### config.mk
export PLATFORM = sky130hd
export DESIGN_NAME = ffa_ctrl
export DESIGN_NICKNAME = d
export VERILOG_FILES = /design/src/rtl/ffa_pkg.sv /design/src/rtl/ffa_ctrl.sv
export SDC_FILE = /design/constraint.sdc
export NUM_CORES = 2
export LEC_CHECK = 0
export ABC_AREA = 1
export BUFFER_PORTS_ARGS = -buffer_cell sky130_fd_sc_hd__clkbuf_2
export CORE_MARGIN = 2
export CORE_UTILIZATION = 50
export DETAILED_ROUTE_END_ITERATION = 16
export PLACE_DENSITY_LB_ADDON = 0.05
export SYNTH_ARGS = -nofsm -noshare
export SYNTH_HDL_FRONTEND = slang
export SYNTH_SLANG_ARGS = --single-unit
### constraint.sdc
create_clock -name i_clk -period 8.1 [get_ports i_clk]
set_clock_uncertainty 0.15 [all_clocks]
set_input_delay 0.81 -clock i_clk [delete_from_list [all_inputs] [get_ports i_clk]]
set_output_delay 0.81 -clock i_clk [all_outputs]
set_load 0.02 [all_outputs]
### src/rtl/ffa_pkg.sv
// ----------------------------------------------------------------------------
// ffa_pkg
// Shared constants, types and status codes of the first-fit allocator.
// ----------------------------------------------------------------------------
package ffa_pkg;

    localparam int BUFFER_BYTES       = 65536;
    localparam int FREE_HEADER_BYTES  = 24;
    localparam int ALLOC_HEADER_BYTES = 8;
    localparam int MAX_FREE_ENTRIES   = 256;
    localparam int MAX_USED_ENTRIES   = 256;

    localparam int OFS_W   = 16;
    localparam int SIZE_W  = 17;
    localparam int FREE_AW = $clog2(MAX_FREE_ENTRIES);
    localparam int USED_AW = $clog2(MAX_USED_ENTRIES);
    localparam int FCNT_W  = FREE_AW + 1;
    localparam int STAT_W  = 3;

    typedef enum logic [STAT_W-1:0] {
        ST_OK      = 3'd0,
        ST_NO_FREE = 3'd1,
        ST_NO_FIT  = 3'd2,
        ST_UNKNOWN = 3'd3,
        ST_FULL    = 3'd4
    } t_status;

    localparam logic ACT_ALLOC = 1'b0;
    localparam logic ACT_FREE  = 1'b1;

    typedef struct packed {
        logic [OFS_W-1:0]  start;
        logic [SIZE_W-1:0] size;
    } t_blk;

    typedef struct packed {
        logic              valid;
        logic              action;
        logic [OFS_W-1:0]  request_bytes;
        logic [OFS_W-1:0]  data_offset;
    } t_req;

    typedef struct packed {
        logic              valid;
        logic [OFS_W-1:0]  offset;
        t_status           status;
    } t_res;

    typedef struct packed {
        logic               en;
        logic [FREE_AW-1:0] addr;
        t_blk               data;
    } t_free_wr;

    typedef struct packed {
        logic               en;
        logic [USED_AW-1:0] addr;
        t_blk               data;
    } t_used_wr;

endpackage

### src/rtl/ffa_ctrl.sv
// ----------------------------------------------------------------------------
// ffa_ctrl
// Sequencer of the allocator: walks the free and used tables one entry per
// cycle, decides the allocate and free cases and shifts the free table.
// ----------------------------------------------------------------------------
module ffa_ctrl (
    input  logic                          i_clk,
    input  logic                          i_rst_n,
    input  ffa_pkg::t_req                 i_req,
    output logic                          o_ready,
    output ffa_pkg::t_res                 o_res,
    input  logic                          i_res_take,
    output ffa_pkg::t_free_wr             o_free_wr,
    output logic [ffa_pkg::FREE_AW-1:0]   o_free_raddr,
    input  ffa_pkg::t_blk                 i_free_rdata,
    output ffa_pkg::t_used_wr             o_used_wr,
    output logic [ffa_pkg::USED_AW-1:0]   o_used_raddr,
    input  ffa_pkg::t_blk                 i_used_rdata
);
    import ffa_pkg::*;

    typedef enum logic [10:0] {
        S_INIT   = 11'b000_0000_0001,
        S_IDLE   = 11'b000_0000_0010,
        S_AFIND  = 11'b000_0000_0100,
        S_AUSED  = 11'b000_0000_1000,
        S_FUSED  = 11'b000_0001_0000,
        S_FNEIGH = 11'b000_0010_0000,
        S_FAPPLY = 11'b000_0100_0000,
        S_RMVS   = 11'b000_1000_0000,
        S_RMV    = 11'b001_0000_0000,
        S_INS    = 11'b010_0000_0000,
        S_DONE   = 11'b100_0000_0000
    } t_state;

    t_state                r_state, n_state;
    logic [FCNT_W-1:0]     r_count, n_count;
    logic [FCNT_W-1:0]     r_fidx, n_fidx;
    logic [USED_AW-1:0]    r_uidx, n_uidx;
    logic [MAX_USED_ENTRIES-1:0] r_valid, n_valid;
    logic [SIZE_W-1:0]     r_need, n_need;
    logic [OFS_W-1:0]      r_off, n_off;
    logic [OFS_W-1:0]      r_bs, n_bs;
    logic [SIZE_W-1:0]     r_bz, n_bz;
    logic [SIZE_W-1:0]     r_spare, n_spare;
    logic                  r_whole, n_whole;
    logic [FCNT_W-1:0]     r_hit, n_hit;
    logic [FCNT_W-1:0]     r_left, n_left;
    logic [OFS_W-1:0]      r_lstart, n_lstart;
    logic [SIZE_W-1:0]     r_lsize, n_lsize;
    logic [SIZE_W-1:0]     r_rsize, n_rsize;
    logic                  r_hasl, n_hasl;
    logic                  r_hasr, n_hasr;
    logic [USED_AW-1:0]    r_uhit, n_uhit;
    logic [OFS_W-1:0]      r_res_off, n_res_off;
    t_status               r_status, n_status;

    logic [SIZE_W-1:0]     spare;
    logic                  whole;
    logic [SIZE_W-1:0]     bstart;
    logic [SIZE_W-1:0]     aoff;
    logic [SIZE_W-1:0]     fend;
    logic [SIZE_W-1:0]     bend;
    logic [SIZE_W-1:0]     uoff;

    // Candidate arithmetic for the entry currently on the read port.
    always_comb begin
        spare  = i_free_rdata.size - r_need;
        whole  = spare < SIZE_W'(FREE_HEADER_BYTES);
        bstart = whole ? {1'b0, i_free_rdata.start}
                       : {1'b0, i_free_rdata.start} + spare;
        aoff   = bstart + SIZE_W'(ALLOC_HEADER_BYTES);
        fend   = {1'b0, i_free_rdata.start} + i_free_rdata.size;
        bend   = {1'b0, r_bs} + r_bz;
        uoff   = {1'b0, i_used_rdata.start} + SIZE_W'(ALLOC_HEADER_BYTES);
    end

    always_comb begin
        n_state   = r_state;
        n_count   = r_count;
        n_fidx    = r_fidx;
        n_uidx    = r_uidx;
        n_valid   = r_valid;
        n_need    = r_need;
        n_off     = r_off;
        n_bs      = r_bs;
        n_bz      = r_bz;
        n_spare   = r_spare;
        n_whole   = r_whole;
        n_hit     = r_hit;
        n_left    = r_left;
        n_lstart  = r_lstart;
        n_lsize   = r_lsize;
        n_rsize   = r_rsize;
        n_hasl    = r_hasl;
        n_hasr    = r_hasr;
        n_uhit    = r_uhit;
        n_res_off = r_res_off;
        n_status  = r_status;
        o_free_wr = '0;
        o_used_wr = '0;

        unique case (r_state)
            S_INIT: begin
                o_free_wr.en   = 1'b1;
                o_free_wr.addr = '0;
                o_free_wr.data = '{start: '0, size: SIZE_W'(BUFFER_BYTES)};
                n_count        = FCNT_W'(1);
                n_state        = S_IDLE;
            end
            S_IDLE: begin
                if (i_req.valid) begin
                    n_need    = {1'b0, i_req.request_bytes} + SIZE_W'(ALLOC_HEADER_BYTES);
                    n_off     = i_req.data_offset;
                    n_res_off = '0;
                    n_fidx    = '0;
                    n_uidx    = '0;
                    if (i_req.action == ACT_FREE) begin
                        n_state = S_FUSED;
                    end else if (r_count == '0) begin
                        n_status = ST_NO_FREE;
                        n_state  = S_DONE;
                    end else begin
                        n_state = S_AFIND;
                    end
                end
            end
            S_AFIND: begin
                if (i_free_rdata.size >= r_need) begin
                    n_hit     = r_fidx;
                    n_spare   = spare;
                    n_whole   = whole;
                    n_bs      = bstart[OFS_W-1:0];
                    n_bz      = whole ? i_free_rdata.size : r_need;
                    n_lstart  = i_free_rdata.start;
                    n_res_off = aoff[OFS_W-1:0];
                    n_uidx    = '0;
                    if (aoff[SIZE_W-1]) begin
                        n_res_off = '0;
                        n_status  = ST_NO_FIT;
                        n_state   = S_DONE;
                    end else begin
                        n_state = S_AUSED;
                    end
                end else if (r_fidx + FCNT_W'(1) == r_count) begin
                    n_status = ST_NO_FIT;
                    n_state  = S_DONE;
                end else begin
                    n_fidx = r_fidx + FCNT_W'(1);
                end
            end
            S_AUSED: begin
                if (!r_valid[r_uidx]) begin
                    o_used_wr.en   = 1'b1;
                    o_used_wr.addr = r_uidx;
                    o_used_wr.data = '{start: r_bs, size: r_bz};
                    n_valid[r_uidx] = 1'b1;
                    n_status       = ST_OK;
                    if (r_whole) begin
                        n_fidx  = r_hit;
                        n_state = S_RMVS;
                    end else begin
                        o_free_wr.en   = 1'b1;
                        o_free_wr.addr = r_hit[FREE_AW-1:0];
                        o_free_wr.data = '{start: r_lstart, size: r_spare};
                        n_state        = S_DONE;
                    end
                end else if (r_uidx == USED_AW'(MAX_USED_ENTRIES - 1)) begin
                    n_res_off = '0;
                    n_status  = ST_FULL;
                    n_state   = S_DONE;
                end else begin
                    n_uidx = r_uidx + USED_AW'(1);
                end
            end
            S_FUSED: begin
                if (r_valid[r_uidx] && uoff == {1'b0, r_off}) begin
                    n_bs   = i_used_rdata.start;
                    n_bz   = i_used_rdata.size;
                    n_uhit = r_uidx;
                    n_hasl = 1'b0;
                    n_hasr = 1'b0;
                    n_fidx = '0;
                    if (r_count == '0) begin
                        o_free_wr.en    = 1'b1;
                        o_free_wr.addr  = '0;
                        o_free_wr.data  = i_used_rdata;
                        n_count         = FCNT_W'(1);
                        n_valid[r_uidx] = 1'b0;
                        n_status        = ST_OK;
                        n_state         = S_DONE;
                    end else begin
                        n_state = S_FNEIGH;
                    end
                end else if (r_uidx == USED_AW'(MAX_USED_ENTRIES - 1)) begin
                    n_status = ST_UNKNOWN;
                    n_state  = S_DONE;
                end else begin
                    n_uidx = r_uidx + USED_AW'(1);
                end
            end
            S_FNEIGH: begin
                // Later matches override earlier ones on each side.
                if (fend == {1'b0, r_bs}) begin
                    n_hasl   = 1'b1;
                    n_left   = r_fidx;
                    n_lstart = i_free_rdata.start;
                    n_lsize  = i_free_rdata.size;
                end
                if (bend == {1'b0, i_free_rdata.start}) begin
                    n_hasr  = 1'b1;
                    n_hit   = r_fidx;
                    n_rsize = i_free_rdata.size;
                end
                if (r_fidx + FCNT_W'(1) == r_count) begin
                    n_state = S_FAPPLY;
                end else begin
                    n_fidx = r_fidx + FCNT_W'(1);
                end
            end
            S_FAPPLY: begin
                n_status = ST_OK;
                priority if (!r_hasl && !r_hasr) begin
                    if (r_count >= FCNT_W'(MAX_FREE_ENTRIES)) begin
                        n_status = ST_FULL;
                        n_state  = S_DONE;
                    end else begin
                        n_fidx  = r_count - FCNT_W'(1);
                        n_state = S_INS;
                    end
                end else if (!r_hasl) begin
                    o_free_wr.en   = 1'b1;
                    o_free_wr.addr = r_hit[FREE_AW-1:0];
                    o_free_wr.data = '{start: r_bs, size: r_rsize + r_bz};
                    n_valid[r_uhit] = 1'b0;
                    n_state        = S_DONE;
                end else if (!r_hasr) begin
                    o_free_wr.en   = 1'b1;
                    o_free_wr.addr = r_left[FREE_AW-1:0];
                    o_free_wr.data = '{start: r_lstart, size: r_lsize + r_bz};
                    n_valid[r_uhit] = 1'b0;
                    n_state        = S_DONE;
                end else begin
                    o_free_wr.en   = 1'b1;
                    o_free_wr.addr = r_left[FREE_AW-1:0];
                    o_free_wr.data = '{start: r_lstart, size: r_lsize + r_bz + r_rsize};
                    n_valid[r_uhit] = 1'b0;
                    n_fidx         = r_hit;
                    n_state        = S_RMVS;
                end
            end
            S_RMVS: begin
                // A gap state so that the sweep reads data written just before.
                n_fidx  = r_fidx + FCNT_W'(1);
                n_state = S_RMV;
            end
            S_RMV: begin
                if (r_fidx < r_count) begin
                    o_free_wr.en   = 1'b1;
                    o_free_wr.addr = FREE_AW'(r_fidx - FCNT_W'(1));
                    o_free_wr.data = i_free_rdata;
                    n_fidx         = r_fidx + FCNT_W'(1);
                end else begin
                    n_count = r_count - FCNT_W'(1);
                    n_state = S_DONE;
                end
            end
            S_INS: begin
                if (r_fidx != '0) begin
                    o_free_wr.en   = 1'b1;
                    o_free_wr.addr = FREE_AW'(r_fidx + FCNT_W'(1));
                    o_free_wr.data = i_free_rdata;
                    n_fidx         = r_fidx - FCNT_W'(1);
                end else begin
                    o_free_wr.en    = 1'b1;
                    o_free_wr.addr  = FREE_AW'(1);
                    o_free_wr.data  = '{start: r_bs, size: r_bz};
                    n_count         = r_count + FCNT_W'(1);
                    n_valid[r_uhit] = 1'b0;
                    n_state         = S_DONE;
                end
            end
            S_DONE: begin
                if (i_res_take) begin
                    n_state = S_IDLE;
                end
            end
            default: begin
                n_state = S_INIT;
            end
        endcase
    end

    always_ff @(posedge i_clk) begin
        if (!i_rst_n) begin
            r_state <= S_INIT;
            r_count <= '0;
            r_valid <= '0;
        end else begin
            r_state <= n_state;
            r_count <= n_count;
            r_valid <= n_valid;
        end
    end

    always_ff @(posedge i_clk) begin
        r_fidx    <= n_fidx;
        r_uidx    <= n_uidx;
        r_need    <= n_need;
        r_off     <= n_off;
        r_bs      <= n_bs;
        r_bz      <= n_bz;
        r_spare   <= n_spare;
        r_whole   <= n_whole;
        r_hit     <= n_hit;
        r_left    <= n_left;
        r_lstart  <= n_lstart;
        r_lsize   <= n_lsize;
        r_rsize   <= n_rsize;
        r_hasl    <= n_hasl;
        r_hasr    <= n_hasr;
        r_uhit    <= n_uhit;
        r_res_off <= n_res_off;
        r_status  <= n_status;
    end

    // Reads are issued with the next index so the data lines up with r_fidx/r_uidx.
    assign o_free_raddr = n_fidx[FREE_AW-1:0];
    assign o_used_raddr = n_uidx;
    assign o_ready      = (r_state == S_IDLE);
    assign o_res        = '{valid: (r_state == S_DONE), offset: r_res_off, status: r_status};

endmodule

**Word level (Yosys, flattened, before mapping)**

Index checks and enable logic that the tools add are counted.

- Bits in registers: 473

- $add $sub $neg: 15
- Order comparisons: 8
- Equal/unequal tests: 44
- Mux-type cells: 107
- Bitwise logic cells: 5
- Reductions and logical operators: 32

Operators with widths:

| operator | count |
|---|---|
| $mux 256 | 5 |
| $pmux 256 s4 | 1 |
| $and 256x256->256 | 2 |
| $not 256->256 | 2 |
| $mux 42 | 8 |
| $or 256x256->256 | 1 |
| $pmux 42 s6 | 1 |
| $mux 11 | 19 |
| $mux 9 | 18 |
| $mux 16 | 9 |
| $pmux 11 s11 | 1 |
| $mux 17 | 5 |
| $mux 41 | 2 |
| $pmux 9 s9 | 1 |
| $pmux 16 s2 | 2 |
| $add 16x17->17 | 3 |
| $add 17x17->17 | 3 |
| $eq 17x16->1 | 3 |
| $pmux 16 s3 | 1 |
| $mux 8 | 5 |
| $mux 3 | 13 |
| $ne 2x2->1 const B | 18 |
| $pmux 9 s4 | 1 |
| $add 16x4->17 const B | 2 |
| 48 further kinds | 85 |

**Depth between registers and ports, before layout**

- Word-level depth: 9
- Gate-level depth with buffers: 33
- Mapped depth without buffers: 32

**Worst setup path before layout**

OpenSTA, ideal clock, no wires.

- Path kind: flip-flop to output port
- Start: register r_bz[0]
- End: output o_free_wr[16] in the netlist's numbering
- Data arrival time: 3542 ps
- Data required time: 7140 ps
- Path slack: 3598 ps
- Stages on the path, launching flop included: 25
- Buffers on the path: 0
- Cells stage by stage: edfxtp_1 > ha_1 > fa_1 > a21oi_1 > o21bai_1 > nand2_1 > nand2_1 > nand2_1 > nand2_1 > a21oi_1 > o21ai_0 > a31oi_1 > xor2_1 > ha_1 > inv_1 > nor3_1 > a21oi_1 > nand2_1 > a21oi_1 > o21ai_0 > nor2_1 > nor2_1 > nand2_1 > nand3_1 > o211ai_1

RTL lines:

| element | line | RTL |
|---|---|---|
| start, declared | ffa_ctrl.sv:44 | `logic [SIZE_W-1:0] r_bz, n_bz;` |
| start signal, assigned | ffa_ctrl.sv:312 | `r_bz <= n_bz;` |
| end, declared | ffa_ctrl.sv:13 | `output ffa_pkg::t_free_wr o_free_wr,` |

==> summary.md <==
| Metric | Value |
|---|---|
| Status | `finished, final reports clean` |
| Yosys warning count | `0` |
| Fin. Hold Viols | `0` |
| First-pass GRT wire length | `approximately 240 mm` |
| P_int | `4750 uW` |
| RR Startpoint | `r_uidx[0]` |
| Worst reg2reg path depth | `20` |
| Core Region | `between 0.07 and 0.08 mm^2` |
| Pwr Density | `184 mW/mm^2` |
| Die width | `roughly 280 um` |
| Crit path capture type | `output port` |
| Total Nets Final | `about 5700` |
| Sequential share of the synthesized area | `about 30%` |
| RSZ-0062 raised after global routing | `no` |
| Largest net degree at the start of global routing | `about 170` |
| Final Cycle Share | `86.2%` |
| CP arrival | `about 6 ns` |
| Sequential power share | `between 30% and 40%` |
| Clock sinks | `between 400 and 500` |
| Filler cells | `between 7000 and 8000` |
| Post-layout util | `approximately 55%` |
| Die ar. | `slightly below 0.08 mm^2` |
| Via/cell ratio | `roughly 6.6` |
| Yosys reg bits | `around 470` |
| Port Buffers | `roughly 220` |
| Layout cells sized above 1 | `9.44%` |
| # Post-CTS Setup Buffers | `0` |
| Top Ports | `between 200 and 250` |
| CTS clk-pin slew, worst paths | `~0.060 ns` |
| Tmin final | `between 6 and 7 ns` |
| Main synth FF type | `dfxtp_1` |
| Routed WL | `between 150 and 200 mm` |
| Root buffer cell | `clkbuf_16` |
| Leak | `0.0159 uW` |
| Netlist Area Pre-Place | `between 0.03 and 0.04 mm^2` |
| Worst-path maximum fanout | `just under 90` |
| MaxCap Viol Count | `0` |
| Fmax | `between 100 and 150 MHz` |
| Antenna violations before repair | `8` |
| Setup slack, reg-to-reg | `2.41 ns` |
| Final setup TNS | `0 ns` |
| Max Slew Vio Count | `0` |
| CTS tree | `done` |
| Via count | `roughly 43000` |
| Htree depth | `2` |
| Initial Util | `a little over 50%` |
| Peak VDD IR | `0.000185 V` |
| GPL Wtd Cong | `a little over 1` |
| Total GRT Usage | `40.5%` |
| Insertion delay to the later sink of the worst-skew pair | `0.66 ns` |
| Mapped Nets | `around 5700` |
| Vias in the first global route | `between 30000 and 40000` |
| Die height | `278 um` |
| Drt pass-1 iters | `6` |
| # DRC | `0` |
| Post-synth top area share | `about 16%` |
| WS Path Type | `flop to output port` |
| Synth area leader | `dfxtp_1` |
| Gate power share | `27.6%` |
| Dpl cells | `around 6300` |
| Resized Gates After CTS | `0` |
| Required time worst endpoint | `7.14 ns` |
| Hold Path Cell Cnt | `1` |
| Iteration-0 DRC Markers | `6997` |
| EDFF count, synth | `181` |
| Area growth, synth to finish | `9.17%` |
| Post-Syn Area per Cell | `6.92 um^2` |
| Syn Inst Count | `around 5400` |
| GR Overflow Total | `0` |
| Synth async-reset ratio | `0%` |
| Final Non-Filler Cells | `between 6000 and 7000` |
| Total CTS buffers | `between 50 and 60` |
| Hold path start | `i_req[15]` |
| FF-to-FF End | `r_valid[46]` |
| ANT nets after route | `0` |
| DR WL/cell | `25.4 um` |
| Slew HR | `between 10% and 20%` |
| DP HPWL | `around 100 mm` |
| CTS max path bufs | `3` |
| Power, Total | `7560 uW` |
| Clock network power share | `a little under two fifths` |
| Hold Path Class | `input pin to flop` |
| Sw power | `about 2800 uW` |
| Netlist cell types | `63` |
| Switch share | `a little under two fifths` |
| Crit. Startpoint | `r_uidx[0]` |
| Endpoints failing setup | `0` |
| Ranking of synthesized cells by area | `dfxtp_1 16%, edfxtp_1 14%, nand3_1 8.5%, a21oi_1 7.7%, nand2_1 7.1%` |
| Worst Setup Start Kind | `flop` |
| DP Area | `between 0.03 and 0.04 mm^2` |
| Hold-fix buffers, CTS | `0` |
| Worst-Margin Slew | `roughly 1.3 ns` |
| Worst Hold Path EP | `r_off[15]` |
| Core Rows | `100` |
| Design Area, Final | `0.0411 mm^2` |
## metal layers
layer  track usage, %  up-vias  routed length, um
li1                 -    19135                  -
met1             57.2    19955              66600
met2             57.4     2893              66800
met3             10.9      545              22900
met4             17.9        4               7770
met5            0.250        -                 41
## cells in the mapped netlist, types with 81 or more instances
cell      count
nand2_1     713
nand3_1     636
inv_1       633
a21oi_1     577
o21ai_0     480
nor2_1      321
o21ai_1     297
dfxtp_1     292
a32o_1      254
clkbuf_1    225
edfxtp_1    181
ha_1        136
xor2_1      106
buf_2        81
## final cells by class
class                      instances  area, um^2  share of cell area, %
tap                              969        1210                   2.95
clock buffer                      90        1740                   4.24
clock inverter                    20         241                  0.588
antenna                            3        7.51                 0.0183
sequential                       473       11300                   27.5
multi-input combinational       3925       22200                   54.0
inverter                         666        2510                   6.10
timing repair buffer             316        1890                   4.59
## how the worst max path moves through the flow
stage                    endpoint  slack (ns)  cells past startpoint
finish              o_free_wr[31]        1.12                     18
floorplan           o_free_wr[16]        3.60                     24
CTS                 o_free_wr[21]        1.44                     18
detailed placement  o_free_wr[31]        2.12                     18
global route        o_free_wr[31]        0.93                     18
global placement    o_free_wr[21]        2.13                     18
## critical path: stages, from the launching register on
cell and delay, ns:
dfxtp_4 0.51, inv_4 0.81, buf_4 0.59, a21oi_1 0.13
o21ai_1 0.12, nand2_1 0.06, nand2_1 0.05, nand2_1 0.06
nor2_1 0.14, nor2_1 0.06, nor2_1 0.16, nand2_1 0.14
nand2_1 0.11, nand4_2 0.15, nand4_1 0.58, clkinv_1 0.72
a21oi_1 0.28, o21ai_0 0.29, clkbuf_2 0.26
## power groups by stage
stage	clock [uW]	combinational (uW)	sequential (uW)
2_1_floorplan	0	1360	2640
3_3_place_gp	0	1990	2720
3_5_place_dp	0	1990	2720
4_1_cts	2800	2000	2670
5_1_grt	2880	2240	2680
6_report	2790	2090	2680
## layout by cell type, fill, tap and decap left out, types with 9 or more instances in the layout
cell type	instances
o2111ai_1	30
xnor2_1	52
edfxtp_1	181
clkinv_1	14
a21oi_1	576
a211oi_1	9
nor3_1	49
o21a_1	9
o21ai_0	480
ha_1	136
nand4_1	58
o21ai_1	297
o22ai_1	22
clkbuf_8	14
clkbuf_1	17
dfxtp_1	290
inv_1	631
a22oi_1	9
a21o_1	11
buf_4	88
o221ai_1	16
xor2_1	106
or2_2	15
a32o_1	254
a221oi_1	10
inv_2	23
o211ai_1	17
nor2_1	290
clkbuf_2	222
nand3_1	636
nand2_1	711
a31oi_1	12
nor2_2	39
clkbuf_16	60
## kinds of logic after synthesis
family	after synthesis	synth area share [%]
AO/OA/AOI/OAI	1782	28.4
XOR/XNOR	158	3.68
adder cells (fa/ha/maj)	143	4.89
buffers and inverters	1042	11.4
flip-flops	473	30.0
multiplexers	1	0.0266
AND/OR/NAND/NOR	1841	21.7
## per-stage QoR
step | hold WS (ns) | setup slack [ns]
after global placement | 0.307 | 2.13
after floorplan | 0.253 | 3.60
after global routing | 0.176 | 0.932
after CTS | 0.157 | 1.44
after detailed placement | 0.314 | 2.12
final | 0.175 | 1.12
## registers in the layout, indices dropped and copies added (netlist names), 11 cells and up
name	flops
r_res_off	16
r_lstart	16
r_spare	17
r_bz	17
r_bs	16
r_valid	256
r_state	11
r_need	17
r_lsize	17
r_off	16
r_rsize	17
No activity file was read; power rests on OpenSTA's default activity.
